**src/design/ccrs_pkg.sv**
```systemverilog
`timescale 1ns / 1ps
// Shared types, register indexes and reset values of the congestion control rate selector.
package ccrs_pkg;

    typedef enum logic [1:0] {
        DCC_RELAXED    = 2'd0,
        DCC_ACTIVE     = 2'd1,
        DCC_RESTRICTED = 2'd2
    } t_dcc_state;

    typedef enum logic [1:0] {
        KIND_TICK = 2'd0,
        KIND_PUSH = 2'd1,
        KIND_EVAL = 2'd2
    } t_item_kind;

    typedef enum logic [1:0] {
        BK_IDLE = 2'd0,
        BK_SCAN = 2'd1,
        BK_EVAL = 2'd2
    } t_back_state;

    typedef struct packed {
        logic [15:0] measure_ticks;
        logic [3:0]  up_window;
        logic [3:0]  down_window;
        logic [15:0] min_load_busy;
        logic [15:0] max_load_busy;
        logic [15:0] relaxed_interval;
        logic [15:0] active_interval;
        logic [15:0] restricted_interval;
    } t_cfg;

    localparam int KIND_WIDTH = 2;

    localparam logic [2:0] CFG_IDX_MEASURE_TICKS       = 3'd0;
    localparam logic [2:0] CFG_IDX_UP_WINDOW           = 3'd1;
    localparam logic [2:0] CFG_IDX_DOWN_WINDOW         = 3'd2;
    localparam logic [2:0] CFG_IDX_MIN_LOAD_BUSY       = 3'd3;
    localparam logic [2:0] CFG_IDX_MAX_LOAD_BUSY       = 3'd4;
    localparam logic [2:0] CFG_IDX_RELAXED_INTERVAL    = 3'd5;
    localparam logic [2:0] CFG_IDX_ACTIVE_INTERVAL     = 3'd6;
    localparam logic [2:0] CFG_IDX_RESTRICTED_INTERVAL = 3'd7;

    localparam logic [15:0] RST_MEASURE_TICKS       = 16'd1000;
    localparam logic [3:0]  RST_UP_WINDOW           = 4'd1;
    localparam logic [3:0]  RST_DOWN_WINDOW         = 4'd5;
    localparam logic [15:0] RST_MIN_LOAD_BUSY       = 16'd150;
    localparam logic [15:0] RST_MAX_LOAD_BUSY       = 16'd400;
    localparam logic [15:0] RST_RELAXED_INTERVAL    = 16'd40;
    localparam logic [15:0] RST_ACTIVE_INTERVAL     = 16'd500;
    localparam logic [15:0] RST_RESTRICTED_INTERVAL = 16'd1000;

    // Beacon interval of a state; a zero register acts as one tick.
    function automatic logic [15:0] sel_interval(t_cfg c, t_dcc_state s);
        logic [15:0] v;
        case (s)
            DCC_RELAXED:    v = c.relaxed_interval;
            DCC_ACTIVE:     v = c.active_interval;
            default:        v = c.restricted_interval;
        endcase
        return (v == 16'd0) ? 16'd1 : v;
    endfunction

endpackage

```
**src/design/ccrs_front.sv**
```systemverilog
`timescale 1ns / 1ps
// Front end: counts busy ticks per measurement and classifies each tick.
module ccrs_front import ccrs_pkg::*; #(
    parameter int COUNT_WIDTH = 16,
    parameter int EVAL_EVERY  = 1
) (
    input  logic                   i_clk,
    input  logic                   i_rst_n,
    input  logic                   i_valid,
    input  logic                   i_channel_busy,
    output logic                   o_stall,
    input  logic [15:0]            i_measure_ticks,
    input  logic                   i_full,
    output logic                   o_push,
    output t_item_kind             o_kind,
    output logic [COUNT_WIDTH-1:0] o_sample
);

    localparam int EW = (EVAL_EVERY > 1) ? $clog2(EVAL_EVERY) : 1;

    logic [COUNT_WIDTH-1:0] r_busy_ticks, n_busy_ticks, bt_inc;
    logic [15:0]            r_tick_in_measure, n_tick_in_measure, tim_inc, meas_len;
    logic [EW-1:0]          r_meas_since_eval, n_meas_since_eval;
    logic                   accept;
    logic                   done;
    logic                   eval_due;

    always_comb begin
        accept   = i_valid && !i_full;
        bt_inc   = (i_channel_busy && (r_busy_ticks != '1))
                   ? r_busy_ticks + COUNT_WIDTH'(1) : r_busy_ticks;
        tim_inc  = (r_tick_in_measure != 16'hFFFF)
                   ? r_tick_in_measure + 16'd1 : r_tick_in_measure;
        meas_len = (i_measure_ticks == 16'd0) ? 16'd1 : i_measure_ticks;
        done     = tim_inc >= meas_len;
        eval_due = (int'(r_meas_since_eval) == EVAL_EVERY - 1);

        n_busy_ticks      = r_busy_ticks;
        n_tick_in_measure = r_tick_in_measure;
        n_meas_since_eval = r_meas_since_eval;
        o_kind            = KIND_TICK;
        o_sample          = '0;

        if (accept) begin
            n_busy_ticks      = bt_inc;
            n_tick_in_measure = tim_inc;
            if (done) begin
                n_busy_ticks      = '0;
                n_tick_in_measure = 16'd0;
                o_sample          = bt_inc;
                if (eval_due) begin
                    o_kind            = KIND_EVAL;
                    n_meas_since_eval = '0;
                end else begin
                    o_kind            = KIND_PUSH;
                    n_meas_since_eval = r_meas_since_eval + EW'(1);
                end
            end
        end
    end

    assign o_stall = i_full;
    assign o_push  = accept;

    always_ff @(posedge i_clk) begin
        if (!i_rst_n) begin
            r_busy_ticks      <= '0;
            r_tick_in_measure <= 16'd0;
            r_meas_since_eval <= '0;
        end else begin
            r_busy_ticks      <= n_busy_ticks;
            r_tick_in_measure <= n_tick_in_measure;
            r_meas_since_eval <= n_meas_since_eval;
        end
    end

endmodule

```
**src/design/ccrs_queue.sv**
```systemverilog
`timescale 1ns / 1ps
// Short queue of classified ticks between the front and back ends.
module ccrs_queue #(
    parameter int WIDTH = 18,
    parameter int DEPTH = 2
) (
    input  logic             i_clk,
    input  logic             i_rst_n,
    input  logic             i_push,
    input  logic [WIDTH-1:0] i_data,
    output logic             o_full,
    input  logic             i_pop,
    output logic [WIDTH-1:0] o_data,
    output logic             o_empty
);

    localparam int PW = (DEPTH > 1) ? $clog2(DEPTH) : 1;
    localparam int CW = $clog2(DEPTH + 1);

    logic [WIDTH-1:0] r_mem [DEPTH];
    logic [PW-1:0]    r_wr_ptr, r_rd_ptr;
    logic [CW-1:0]    r_count;
    logic             do_push, do_pop;

    assign o_full  = (r_count == CW'(DEPTH));
    assign o_empty = (r_count == '0);
    assign o_data  = r_mem[r_rd_ptr];
    assign do_push = i_push && !o_full;
    assign do_pop  = i_pop && !o_empty;

    always_ff @(posedge i_clk) begin
        if (do_push) begin
            r_mem[r_wr_ptr] <= i_data;
        end
    end

    always_ff @(posedge i_clk) begin
        if (!i_rst_n) begin
            r_wr_ptr <= '0;
            r_rd_ptr <= '0;
            r_count  <= '0;
        end else begin
            if (do_push) begin
                r_wr_ptr <= (r_wr_ptr == PW'(DEPTH - 1)) ? '0 : r_wr_ptr + PW'(1);
            end
            if (do_pop) begin
                r_rd_ptr <= (r_rd_ptr == PW'(DEPTH - 1)) ? '0 : r_rd_ptr + PW'(1);
            end
            if (do_push && !do_pop) begin
                r_count <= r_count + CW'(1);
            end else if (do_pop && !do_push) begin
                r_count <= r_count - CW'(1);
            end
        end
    end

endmodule

```
**src/design/ccrs_back.sv**
```systemverilog
`timescale 1ns / 1ps
// Back end: sample ring, window scan, state evaluation, beacon timing and result register.
module ccrs_back import ccrs_pkg::*; #(
    parameter int WINDOW_DEPTH = 8,
    parameter int COUNT_WIDTH  = 16
) (
    input  logic                   i_clk,
    input  logic                   i_rst_n,
    input  t_cfg                   i_cfg,
    input  logic                   i_q_empty,
    input  t_item_kind             i_q_kind,
    input  logic [COUNT_WIDTH-1:0] i_q_sample,
    output logic                   o_q_pop,
    input  logic                   i_stall,
    output logic                   o_valid,
    output logic [1:0]             o_dcc_state,
    output logic [15:0]            o_beacon_interval,
    output logic                   o_beacon_now,
    output logic                   o_measure_done,
    output logic [15:0]            o_busy_sample
);

    localparam int PW = $clog2(WINDOW_DEPTH);
    localparam int HW = $clog2(WINDOW_DEPTH + 1);
    localparam int SW = (COUNT_WIDTH > 16) ? COUNT_WIDTH : 16;

    logic [COUNT_WIDTH-1:0] r_ring [WINDOW_DEPTH];
    logic [COUNT_WIDTH-1:0] r_rd_data;

    t_back_state            r_bk_state, n_bk_state;
    t_dcc_state             r_rate_state, n_rate_state, eval_state, fin_state;
    logic [PW-1:0]          r_pos, n_pos, pos_inc, r_addr, n_addr;
    logic [HW-1:0]          r_held, n_held, held_inc;
    logic [HW-1:0]          r_scan_n, n_scan_n, scan_n;
    logic [HW-1:0]          r_up_len, n_up_len, up_len;
    logic [HW-1:0]          r_dn_len, n_dn_len, dn_len;
    logic [HW-1:0]          r_issue, n_issue, r_ord, n_ord;
    logic                   r_rd_vld, n_rd_vld;
    logic [COUNT_WIDTH-1:0] r_lo, n_lo, r_hi, n_hi;
    logic [COUNT_WIDTH-1:0] r_eval_sample, n_eval_sample;
    logic                   r_started, n_started;
    logic [15:0]            r_tsb, n_tsb, tsb_inc, interval;
    logic [3:0]             up4, dn4;
    logic [SW-1:0]          lo_ext, hi_ext, min_ext, max_ext, smp_ext;
    logic                   slot_free, ring_we, rd_en, load, first, scan_last;
    logic                   fin_done;
    logic [COUNT_WIDTH-1:0] fin_sample;

    logic                   r_out_valid, n_out_valid;
    logic [1:0]             r_out_state, n_out_state;
    logic [15:0]            r_out_interval, n_out_interval;
    logic                   r_out_beacon, n_out_beacon;
    logic                   r_out_done, n_out_done;
    logic [15:0]            r_out_sample, n_out_sample;

    always_comb begin
        slot_free = !r_out_valid || !i_stall;
        held_inc  = (r_held == HW'(WINDOW_DEPTH)) ? r_held : r_held + HW'(1);
        pos_inc   = (r_pos == PW'(WINDOW_DEPTH - 1)) ? '0 : r_pos + PW'(1);
        up4       = (i_cfg.up_window == 4'd0) ? 4'd1 : i_cfg.up_window;
        dn4       = (i_cfg.down_window == 4'd0) ? 4'd1 : i_cfg.down_window;
        up_len    = (int'(up4) >= int'(held_inc)) ? held_inc : HW'(up4);
        dn_len    = (int'(dn4) >= int'(held_inc)) ? held_inc : HW'(dn4);
        scan_n    = (up_len > dn_len) ? up_len : dn_len;
        scan_last = r_rd_vld && (r_ord == r_scan_n - HW'(1));
    end

    always_comb begin
        lo_ext  = SW'(r_lo);
        hi_ext  = SW'(r_hi);
        min_ext = SW'(i_cfg.min_load_busy);
        max_ext = SW'(i_cfg.max_load_busy);
        eval_state = r_rate_state;
        case (r_rate_state)
            DCC_RELAXED: begin
                if (lo_ext >= min_ext) eval_state = DCC_ACTIVE;
            end
            DCC_RESTRICTED: begin
                if (hi_ext < max_ext) eval_state = DCC_ACTIVE;
            end
            DCC_ACTIVE: begin
                if (hi_ext < min_ext) begin
                    eval_state = DCC_RELAXED;
                end else if (lo_ext >= max_ext) begin
                    eval_state = DCC_RESTRICTED;
                end
            end
            default: eval_state = r_rate_state;
        endcase
    end

    always_comb begin
        n_bk_state = r_bk_state;
        case (r_bk_state)
            BK_IDLE: begin
                if (!i_q_empty && slot_free && (i_q_kind == KIND_EVAL)) n_bk_state = BK_SCAN;
            end
            BK_SCAN: begin
                if (scan_last) n_bk_state = BK_EVAL;
            end
            BK_EVAL: begin
                if (slot_free) n_bk_state = BK_IDLE;
            end
            default: n_bk_state = BK_IDLE;
        endcase
    end

    always_comb begin
        n_rate_state  = r_rate_state;
        n_pos         = r_pos;
        n_held        = r_held;
        n_scan_n      = r_scan_n;
        n_up_len      = r_up_len;
        n_dn_len      = r_dn_len;
        n_issue       = r_issue;
        n_addr        = r_addr;
        n_ord         = r_ord;
        n_rd_vld      = 1'b0;
        n_lo          = r_lo;
        n_hi          = r_hi;
        n_eval_sample = r_eval_sample;
        n_started     = r_started;
        n_tsb         = r_tsb;
        o_q_pop       = 1'b0;
        ring_we       = 1'b0;
        rd_en         = 1'b0;
        load          = 1'b0;
        first         = 1'b0;
        fin_state     = r_rate_state;
        fin_done      = 1'b0;
        fin_sample    = '0;

        case (r_bk_state)
            BK_IDLE: begin
                if (!i_q_empty && slot_free) begin
                    o_q_pop = 1'b1;
                    if (i_q_kind != KIND_TICK) begin
                        ring_we = 1'b1;
                        n_pos   = pos_inc;
                        n_held  = held_inc;
                    end
                    if (i_q_kind == KIND_EVAL) begin
                        n_scan_n      = scan_n;
                        n_up_len      = up_len;
                        n_dn_len      = dn_len;
                        n_issue       = '0;
                        n_addr        = r_pos;
                        n_lo          = '1;
                        n_hi          = '0;
                        n_eval_sample = i_q_sample;
                    end else begin
                        load       = 1'b1;
                        fin_done   = (i_q_kind == KIND_PUSH);
                        fin_sample = (i_q_kind == KIND_PUSH) ? i_q_sample : '0;
                    end
                end
            end
            BK_SCAN: begin
                if (r_issue != r_scan_n) begin
                    rd_en    = 1'b1;
                    n_rd_vld = 1'b1;
                    n_ord    = r_issue;
                    n_issue  = r_issue + HW'(1);
                    n_addr   = (r_addr == '0) ? PW'(WINDOW_DEPTH - 1) : r_addr - PW'(1);
                end
                if (r_rd_vld) begin
                    if ((r_ord < r_up_len) && (r_rd_data < r_lo)) n_lo = r_rd_data;
                    if ((r_ord < r_dn_len) && (r_rd_data > r_hi)) n_hi = r_rd_data;
                end
            end
            BK_EVAL: begin
                if (slot_free) begin
                    load         = 1'b1;
                    first        = !r_started;
                    n_started    = 1'b1;
                    fin_state    = eval_state;
                    n_rate_state = eval_state;
                    fin_done     = 1'b1;
                    fin_sample   = r_eval_sample;
                end
            end
            default: begin
                n_rd_vld = 1'b0;
            end
        endcase

        interval = sel_interval(i_cfg, fin_state);
        tsb_inc  = (r_tsb != 16'hFFFF) ? r_tsb + 16'd1 : r_tsb;
        smp_ext  = SW'(fin_sample);

        n_out_state    = r_out_state;
        n_out_interval = r_out_interval;
        n_out_beacon   = r_out_beacon;
        n_out_done     = r_out_done;
        n_out_sample   = r_out_sample;
        n_out_valid    = (r_out_valid && !i_stall) ? 1'b0 : r_out_valid;

        if (load) begin
            n_out_valid    = 1'b1;
            n_out_state    = 2'(fin_state);
            n_out_interval = interval;
            n_out_done     = fin_done;
            n_out_sample   = smp_ext[15:0];
            n_out_beacon   = 1'b0;
            if (first) begin
                n_out_beacon = 1'b1;
                n_tsb        = 16'd0;
            end else if (r_started) begin
                if (tsb_inc >= interval) begin
                    n_out_beacon = 1'b1;
                    n_tsb        = 16'd0;
                end else begin
                    n_tsb = tsb_inc;
                end
            end
        end
    end

    always_ff @(posedge i_clk) begin
        if (ring_we) begin
            r_ring[r_pos] <= i_q_sample;
        end
        if (rd_en) begin
            r_rd_data <= r_ring[r_addr];
        end
    end

    always_ff @(posedge i_clk) begin
        if (!i_rst_n) begin
            r_bk_state   <= BK_IDLE;
            r_rate_state <= DCC_RELAXED;
            r_pos        <= '0;
            r_held       <= '0;
            r_issue      <= '0;
            r_rd_vld     <= 1'b0;
            r_started    <= 1'b0;
            r_tsb        <= 16'd0;
            r_out_valid  <= 1'b0;
        end else begin
            r_bk_state   <= n_bk_state;
            r_rate_state <= n_rate_state;
            r_pos        <= n_pos;
            r_held       <= n_held;
            r_issue      <= n_issue;
            r_rd_vld     <= n_rd_vld;
            r_started    <= n_started;
            r_tsb        <= n_tsb;
            r_out_valid  <= n_out_valid;
        end
    end

    always_ff @(posedge i_clk) begin
        r_scan_n       <= n_scan_n;
        r_up_len       <= n_up_len;
        r_dn_len       <= n_dn_len;
        r_addr         <= n_addr;
        r_ord          <= n_ord;
        r_lo           <= n_lo;
        r_hi           <= n_hi;
        r_eval_sample  <= n_eval_sample;
        r_out_state    <= n_out_state;
        r_out_interval <= n_out_interval;
        r_out_beacon   <= n_out_beacon;
        r_out_done     <= n_out_done;
        r_out_sample   <= n_out_sample;
    end

    assign o_valid           = r_out_valid;
    assign o_dcc_state       = r_out_state;
    assign o_beacon_interval = r_out_interval;
    assign o_beacon_now      = r_out_beacon;
    assign o_measure_done    = r_out_done;
    assign o_busy_sample     = r_out_sample;

endmodule

```
**src/design/congestion_control_rate_selector_core.sv**
```systemverilog
`timescale 1ns / 1ps
// Top level of the reactive three-state congestion control rate selector.
// One input beat is one timebase tick with the channel-busy flag; each tick gives one result
// beat with the state, the beacon interval in force, the beacon strobe and, at the end of a
// measurement, the busy count. The front end takes a tick every cycle while its two-entry
// queue has room. The back end retires a plain or measurement-ending tick while its result
// slot is free; a tick that ends a measurement and triggers an evaluation holds the back end
// for a scan of n samples, where n (at most WINDOW_DEPTH) is the larger of the two effective
// window lengths, because the sample ring has a single read port and is scanned one sample per
// cycle. The ring needs no clearing after reset. Configuration writes are always accepted.
module congestion_control_rate_selector_core import ccrs_pkg::*; #(
    parameter int WINDOW_DEPTH = 8,
    parameter int EVAL_EVERY   = 1,
    parameter int COUNT_WIDTH  = 16
) (
    input  logic        i_clk,
    input  logic        i_rst_n,
    input  logic        i_valid,
    output logic        o_stall,
    input  logic        i_channel_busy,
    output logic        o_valid,
    input  logic        i_stall,
    output logic [1:0]  o_dcc_state,
    output logic [15:0] o_beacon_interval,
    output logic        o_beacon_now,
    output logic        o_measure_done,
    output logic [15:0] o_busy_sample,
    input  logic        i_cfg_valid,
    output logic        o_cfg_ready,
    input  logic [2:0]  i_cfg_index,
    input  logic [15:0] i_cfg_data
);

    localparam int QW = KIND_WIDTH + COUNT_WIDTH;

    t_cfg                   r_cfg;
    logic                   push, q_full, q_empty, q_pop;
    t_item_kind             f_kind;
    logic [COUNT_WIDTH-1:0] f_sample;
    logic [QW-1:0]          q_wdata, q_rdata;

    assign o_cfg_ready = 1'b1;

    always_ff @(posedge i_clk) begin
        if (!i_rst_n) begin
            r_cfg.measure_ticks       <= RST_MEASURE_TICKS;
            r_cfg.up_window           <= RST_UP_WINDOW;
            r_cfg.down_window         <= RST_DOWN_WINDOW;
            r_cfg.min_load_busy       <= RST_MIN_LOAD_BUSY;
            r_cfg.max_load_busy       <= RST_MAX_LOAD_BUSY;
            r_cfg.relaxed_interval    <= RST_RELAXED_INTERVAL;
            r_cfg.active_interval     <= RST_ACTIVE_INTERVAL;
            r_cfg.restricted_interval <= RST_RESTRICTED_INTERVAL;
        end else if (i_cfg_valid && o_cfg_ready) begin
            case (i_cfg_index)
                CFG_IDX_MEASURE_TICKS:       r_cfg.measure_ticks       <= i_cfg_data;
                CFG_IDX_UP_WINDOW:           r_cfg.up_window           <= i_cfg_data[3:0];
                CFG_IDX_DOWN_WINDOW:         r_cfg.down_window         <= i_cfg_data[3:0];
                CFG_IDX_MIN_LOAD_BUSY:       r_cfg.min_load_busy       <= i_cfg_data;
                CFG_IDX_MAX_LOAD_BUSY:       r_cfg.max_load_busy       <= i_cfg_data;
                CFG_IDX_RELAXED_INTERVAL:    r_cfg.relaxed_interval    <= i_cfg_data;
                CFG_IDX_ACTIVE_INTERVAL:     r_cfg.active_interval     <= i_cfg_data;
                CFG_IDX_RESTRICTED_INTERVAL: r_cfg.restricted_interval <= i_cfg_data;
                default: ;
            endcase
        end
    end

    ccrs_front #(
        .COUNT_WIDTH (COUNT_WIDTH),
        .EVAL_EVERY  (EVAL_EVERY)
    ) u_front (
        .i_clk           (i_clk),
        .i_rst_n         (i_rst_n),
        .i_valid         (i_valid),
        .i_channel_busy  (i_channel_busy),
        .o_stall         (o_stall),
        .i_measure_ticks (r_cfg.measure_ticks),
        .i_full          (q_full),
        .o_push          (push),
        .o_kind          (f_kind),
        .o_sample        (f_sample)
    );

    assign q_wdata = {f_kind, f_sample};

    ccrs_queue #(
        .WIDTH (QW),
        .DEPTH (2)
    ) u_queue (
        .i_clk   (i_clk),
        .i_rst_n (i_rst_n),
        .i_push  (push),
        .i_data  (q_wdata),
        .o_full  (q_full),
        .i_pop   (q_pop),
        .o_data  (q_rdata),
        .o_empty (q_empty)
    );

    ccrs_back #(
        .WINDOW_DEPTH (WINDOW_DEPTH),
        .COUNT_WIDTH  (COUNT_WIDTH)
    ) u_back (
        .i_clk             (i_clk),
        .i_rst_n           (i_rst_n),
        .i_cfg             (r_cfg),
        .i_q_empty         (q_empty),
        .i_q_kind          (t_item_kind'(q_rdata[QW-1:COUNT_WIDTH])),
        .i_q_sample        (q_rdata[COUNT_WIDTH-1:0]),
        .o_q_pop           (q_pop),
        .i_stall           (i_stall),
        .o_valid           (o_valid),
        .o_dcc_state       (o_dcc_state),
        .o_beacon_interval (o_beacon_interval),
        .o_beacon_now      (o_beacon_now),
        .o_measure_done    (o_measure_done),
        .o_busy_sample     (o_busy_sample)
    );

    a_interval_nonzero: assert property (@(posedge i_clk) disable iff (!i_rst_n)
        o_valid |-> (o_beacon_interval != 16'd0))
        else $error("beacon interval of zero delivered");

    a_sample_only_on_done: assert property (@(posedge i_clk) disable iff (!i_rst_n)
        (o_valid && !o_measure_done) |-> (o_busy_sample == 16'd0))
        else $error("busy sample without a finished measurement");

    a_restricted_interval: assert property (@(posedge i_clk) disable iff (!i_rst_n)
        (o_valid && (o_dcc_state == DCC_RESTRICTED)) |->
        (o_beacon_interval == sel_interval(r_cfg, DCC_RESTRICTED)))
        else $error("restricted state carries the wrong beacon interval");

endmodule
```
**config.mk**
```make
export PLATFORM = sky130hd
export DESIGN_NAME = congestion_control_rate_selector_core
export DESIGN_NICKNAME = d
export VERILOG_FILES = /design/src/design/ccrs_pkg.sv /design/src/design/ccrs_front.sv /design/src/design/ccrs_queue.sv /design/src/design/ccrs_back.sv /design/src/design/congestion_control_rate_selector_core.sv
export SDC_FILE = /design/constraint.sdc
export NUM_CORES = 1
export LEC_CHECK = 0
export BUFFER_PORTS_ARGS = -buffer_cell sky130_fd_sc_hd__buf_4
export CAP_MARGIN = 40
export CELL_PAD_IN_SITES_DETAIL_PLACEMENT = 2
export CELL_PAD_IN_SITES_GLOBAL_PLACEMENT = 2
export CORE_UTILIZATION = 30
export DETAILED_ROUTE_END_ITERATION = 7
export GPL_TIMING_DRIVEN = 0
export PLACE_DENSITY_LB_ADDON = 0.1
export SETUP_SLACK_MARGIN = 0.1
export SLEW_MARGIN = 20
export SYNTH_ARGS = -nofsm -noshare
export SYNTH_HDL_FRONTEND = slang
export SYNTH_SLANG_ARGS = --single-unit
```
**constraint.sdc**
```tcl
create_clock -name i_clk -period 7.4 [get_ports i_clk]
set_input_delay 0.37 -clock i_clk [delete_from_list [all_inputs] [get_ports i_clk]]
set_output_delay 0.37 -clock i_clk [all_outputs]
set_load 0.005 [all_outputs]
```
==> summary.md <==
| Metric | Value |
|---|---|
| Max Fanout on Critical Path | `10` |
| Layout-stage area growth over the synthesis result | `18.1%` |
| Number of fillers in the final layout | `7660` |
| Cell with the biggest individual delay on the critical path | `sky130_fd_sc_hd__a2111oi_1` |
| CP delay by family, top | `compound AO/OA/AOI/OAI gates` |
| R2r startpoint | `u_back.lo_ext[13]` |
| Post-synthesis area per instance | `10.8 um^2` |
| Cell type with the highest occurrence count on the critical path | `sky130_fd_sc_hd__a21o_1` |
| Horizontal extent of the die | `271 um` |
| Min-delay worst type | `in -> reg` |
| I/O pins | `64` |
| Largest net degree at the start of global routing | `35` |
| Setup clock skew after layout | `0.0495 ns` |
| H-tree lvl count | `2` |
| Sequential area share after synthesis | `0.548` |
| Initial antenna violation count | `1` |
| WL final | `70.4 mm` |
| Core region area | `71600 um^2` |
| Worst hold slack after final layout | `0.0826 ns` |
| Count of final max-slew check failures | `0` |
| Routed length per instance | `22.3 um` |
| TritonCTS clock tree | `yes` |
| Hold endpoint | `r_cfg[46]` |
| Post-synthesis net count | `2195` |
| Arrival time of the worst setup path | `7.07 ns` |
| Die boundary height | `271 um` |
| Placed wire-length estimate | `52.9 mm` |
| Reg2Reg Setup Slack | `0.89 ns` |
| Cell chosen for the clock root | `sky130_fd_sc_hd__clkbuf_16` |
| Later-pin clock latency in the skew report | `0.65 ns` |
| EDFF count, synth | `281` |
| Final worst-path cycle share | `0.880` |
| Register clock-pin slew on the reported worst setup and hold paths | `0.06 ns` |
| Power Total | `8.19 mW` |
| Synth Warn # | `0` |
| FF-to-FF path depth | `24` |
| DR vias | `15700` |
| Initial core utilization | `0.304` |
| Total CTS buffers | `55` |
| RD Place Congestion | `0.767` |
| Post-Synthesis Cell Area | `21800 um^2` |
| IO Port Bufs | `55` |
| Via-to-Cell Ratio | `4.99` |
| Vias in the first global route | `17300` |
| Area of all sequential standard cells | `11900 um^2` |
| Crit start category | `flop` |
| Highest ir drop seen on vdd | `224 uV` |
| Postcts setup bufs | `0` |
| Headroom to the max-slew limit | `0.457` |
| Post-layout net count | `2339` |
| Floorplan row count | `98` |
| Number of endpoints with negative hold slack in the final report | `0` |
| Kind of critical path | `reg -> reg` |
| Critical path buffer and inverter count | `3` |
| FMAX | `154 MHz` |
| Accumulated negative setup slack | `0 ns` |
| Final min period | `6.51 ns` |
| Critical path capture point type | `flop` |
| Hold Crit Start | `i_cfg_data[14]` |
| Longest Clk Path Bufs | `3` |
| Async set-or-reset flop fraction in the synthesized netlist | `0` |
| Number of hold buffers added after CTS | `0` |
| Number of failing setup endpoints in the final timing report | `0` |
| Netlist cell types | `68` |
| Total GRT Usage | `0.193` |
| Register bit count reported by yosys | `456` |
| ANT nets after route | `0` |
| First-pass GRT wire length | `108 mm` |
| Critical register-to-register path endpoint | `u_back.r_tsb[14]` |
| Area of the die | `73700 um^2` |
| CP cell instances | `ha_1, a211oi_1, nor2_1, a2111oi_1, o21ai_1, a22oi_4, buf_4, a31o_1, inv_1, nor4_1, nand4b_1, o31ai_1, ha_1, nand2b_1, a21o_1, a21o_1, a21o_1, a21o_1, a21oi_1, nor3_1, nor2_1, clkbuf_1, a32o_1, and2_1` |
| Number of stages on the worst hold path | `3` |
| GRT overflow | `0` |
| Biggest cell delay along the critical path | `0.53 ns` |
| Most used flip-flop cell after synthesis | `sky130_fd_sc_hd__edfxtp_1` |
| Detailed Routing Iterations Pass 1 | `4` |
| Layout cell share with drive strength beyond 1 | `0.123` |
| Power density cells | `318 nW/um^2` |
| Multi-input gate area in the final layout | `9040 um^2` |
| Initial DRC count | `729` |
| Instance count of the mapped netlist | `2015` |
| Unrepaired setup endpoints after global routing | `no` |
| Total clock sinks | `456` |
| Max Cap Violations | `0` |
| # DRC | `0` |
| Transition time at the pin with the least slew margin | `0.809 ns` |
| Result of the run | `finished clean` |
| Leakage power total | `9.72 nW` |
| Utilization after layout | `0.359` |
| Critical path required time | `7.96 ns` |
[worst max-delay path by stage]
stage / from / to / depth (start not counted)
2_1_floorplan: u_back.lo_ext[13] / u_back.r_tsb[12] / 24
3_3_place_gp: u_back.lo_ext[13] / u_back.r_tsb[13] / 24
3_5_place_dp: u_back.lo_ext[13] / u_back.r_tsb[14] / 24
4_1_cts: u_back.lo_ext[13] / u_back.r_tsb[14] / 24
5_1_grt: u_back.lo_ext[13] / u_back.r_tsb[14] / 24
6_report: u_back.lo_ext[13] / u_back.r_tsb[14] / 24
[Yosys cell counts (all sizes together), types with 33 or more instances]
cell	number	share of area
nand2	336	0.058
edfxtp	281	0.39
dfxtp	175	0.16
ha	155	0.089
a21oi	146	0.034
inv	131	0.023
nor2	110	0.019
clkbuf	82	0.014
nand3	67	0.015
and2	46	0.013
o21ai	43	0.0099
nand2b	37	0.011
xnor2	33	0.013
[stage by stage]
step / instances / worst slack [ns] / instance area [um^2]
floorplan: 2015 / 2.52 / 21800
global route: 3154 / 0.135 / 25700
CTS: 3151 / 0.514 / 25700
global placement: 3020 / 0.683 / 23400
detailed placement: 3049 / 0.563 / 23800
finish: 3156 / 0.891 / 25700
[repair_timing]
| action | CTS | global route |
|---|---|---|
| gates resized for setup | 0 | 1 |
| endpoints found under the setup margin | 0 | 10 |
| hold endpoints to repair | 0 | 0 |
[cell usage in the layout (no fill, tap or decap), types with 31 or more instances in the layout]
cell / netlist / routed
sky130_fd_sc_hd__inv_1: 125 / 125
sky130_fd_sc_hd__xnor2_1: 33 / 33
sky130_fd_sc_hd__a21o_1: 31 / 31
sky130_fd_sc_hd__dfxtp_1: 175 / 175
sky130_fd_sc_hd__nand2_1: 335 / 335
sky130_fd_sc_hd__nand3_1: 67 / 67
sky130_fd_sc_hd__nand2b_1: 37 / 37
sky130_fd_sc_hd__edfxtp_1: 281 / 281
sky130_fd_sc_hd__clkbuf_16: 0 / 56
sky130_fd_sc_hd__o21ai_0: 41 / 41
sky130_fd_sc_hd__clkbuf_1: 82 / 90
sky130_fd_sc_hd__nor2_1: 110 / 108
sky130_fd_sc_hd__mux4_2: 32 / 32
sky130_fd_sc_hd__and2_1: 46 / 46
sky130_fd_sc_hd__a21oi_1: 146 / 146
sky130_fd_sc_hd__ha_1: 155 / 155
sky130_fd_sc_hd__buf_4: 2 / 64
[routing by layer]
| layer | global-route usage | vias to the layer above | part of all wire |
|---|---|---|---|
| li1 | - | 7449 | - |
| met1 | 0.247 | 8001 | 0.46 |
| met2 | 0.336 | 183 | 0.49 |
| met3 | 0.0272 | 107 | 0.029 |
| met4 | 0.0588 | 0 | 0.029 |
| met5 | 0 | - | 0 |
[final cells by class]
cell class / count / area share
multi-input combinational: 1330 / 0.352
tap: 950 / 0.0462
inverter: 134 / 0.0197
antenna: 2 / 0.000195
clock buffer: 70 / 0.0585
timing repair buffer: 87 / 0.0286
buffer: 95 / 0.0146
clock inverter: 32 / 0.0162
sequential: 456 / 0.464
[flip-flops by register name, indices dropped and copies added, names as in the netlist, 16 cells and up, named ones only]
signal and cells:
u_back.o_beacon_interval 16, u_back.r_tsb 16, u_front.r_tick_in_measure 16, u_back.lo_ext 16, u_back.r_ring 128, u_queue.r_mem 34, u_back.r_eval_sample 16, u_back.r_rd_data 16
u_back.hi_ext 16, u_back.o_busy_sample 16, r_cfg 104, u_front.r_busy_ticks 16
[tightest hold or removal path: stages]
cell and delay, ns:
sky130_fd_sc_hd__buf_4 0.16, sky130_fd_sc_hd__nand2_1 0.06, sky130_fd_sc_hd__a21oi_1 0.05
[logic make-up (layout without fill, tap and decap cells)]
kind of cell,Yosys count,count (layout),share of synthesized area
AO/OA/AOI/OAI,334,334,0.0988
XOR/XNOR,54,54,0.0217
adder cells (fa/ha/maj),155,155,0.0890
buffers and inverters,229,418,0.0403
flip-flops,456,456,0.548
multiplexers,66,66,0.0500
other,1,3,0.000172
AND/OR/NAND/NOR,720,720,0.152
[where the power goes]
part	switching, mW	internal (mW)
combinational	1.20	0.777
clock	1.18	1.66
sequential	0.183	3.18
total	2.56	5.62
Note: power is estimated with default switching activity, not from simulation.
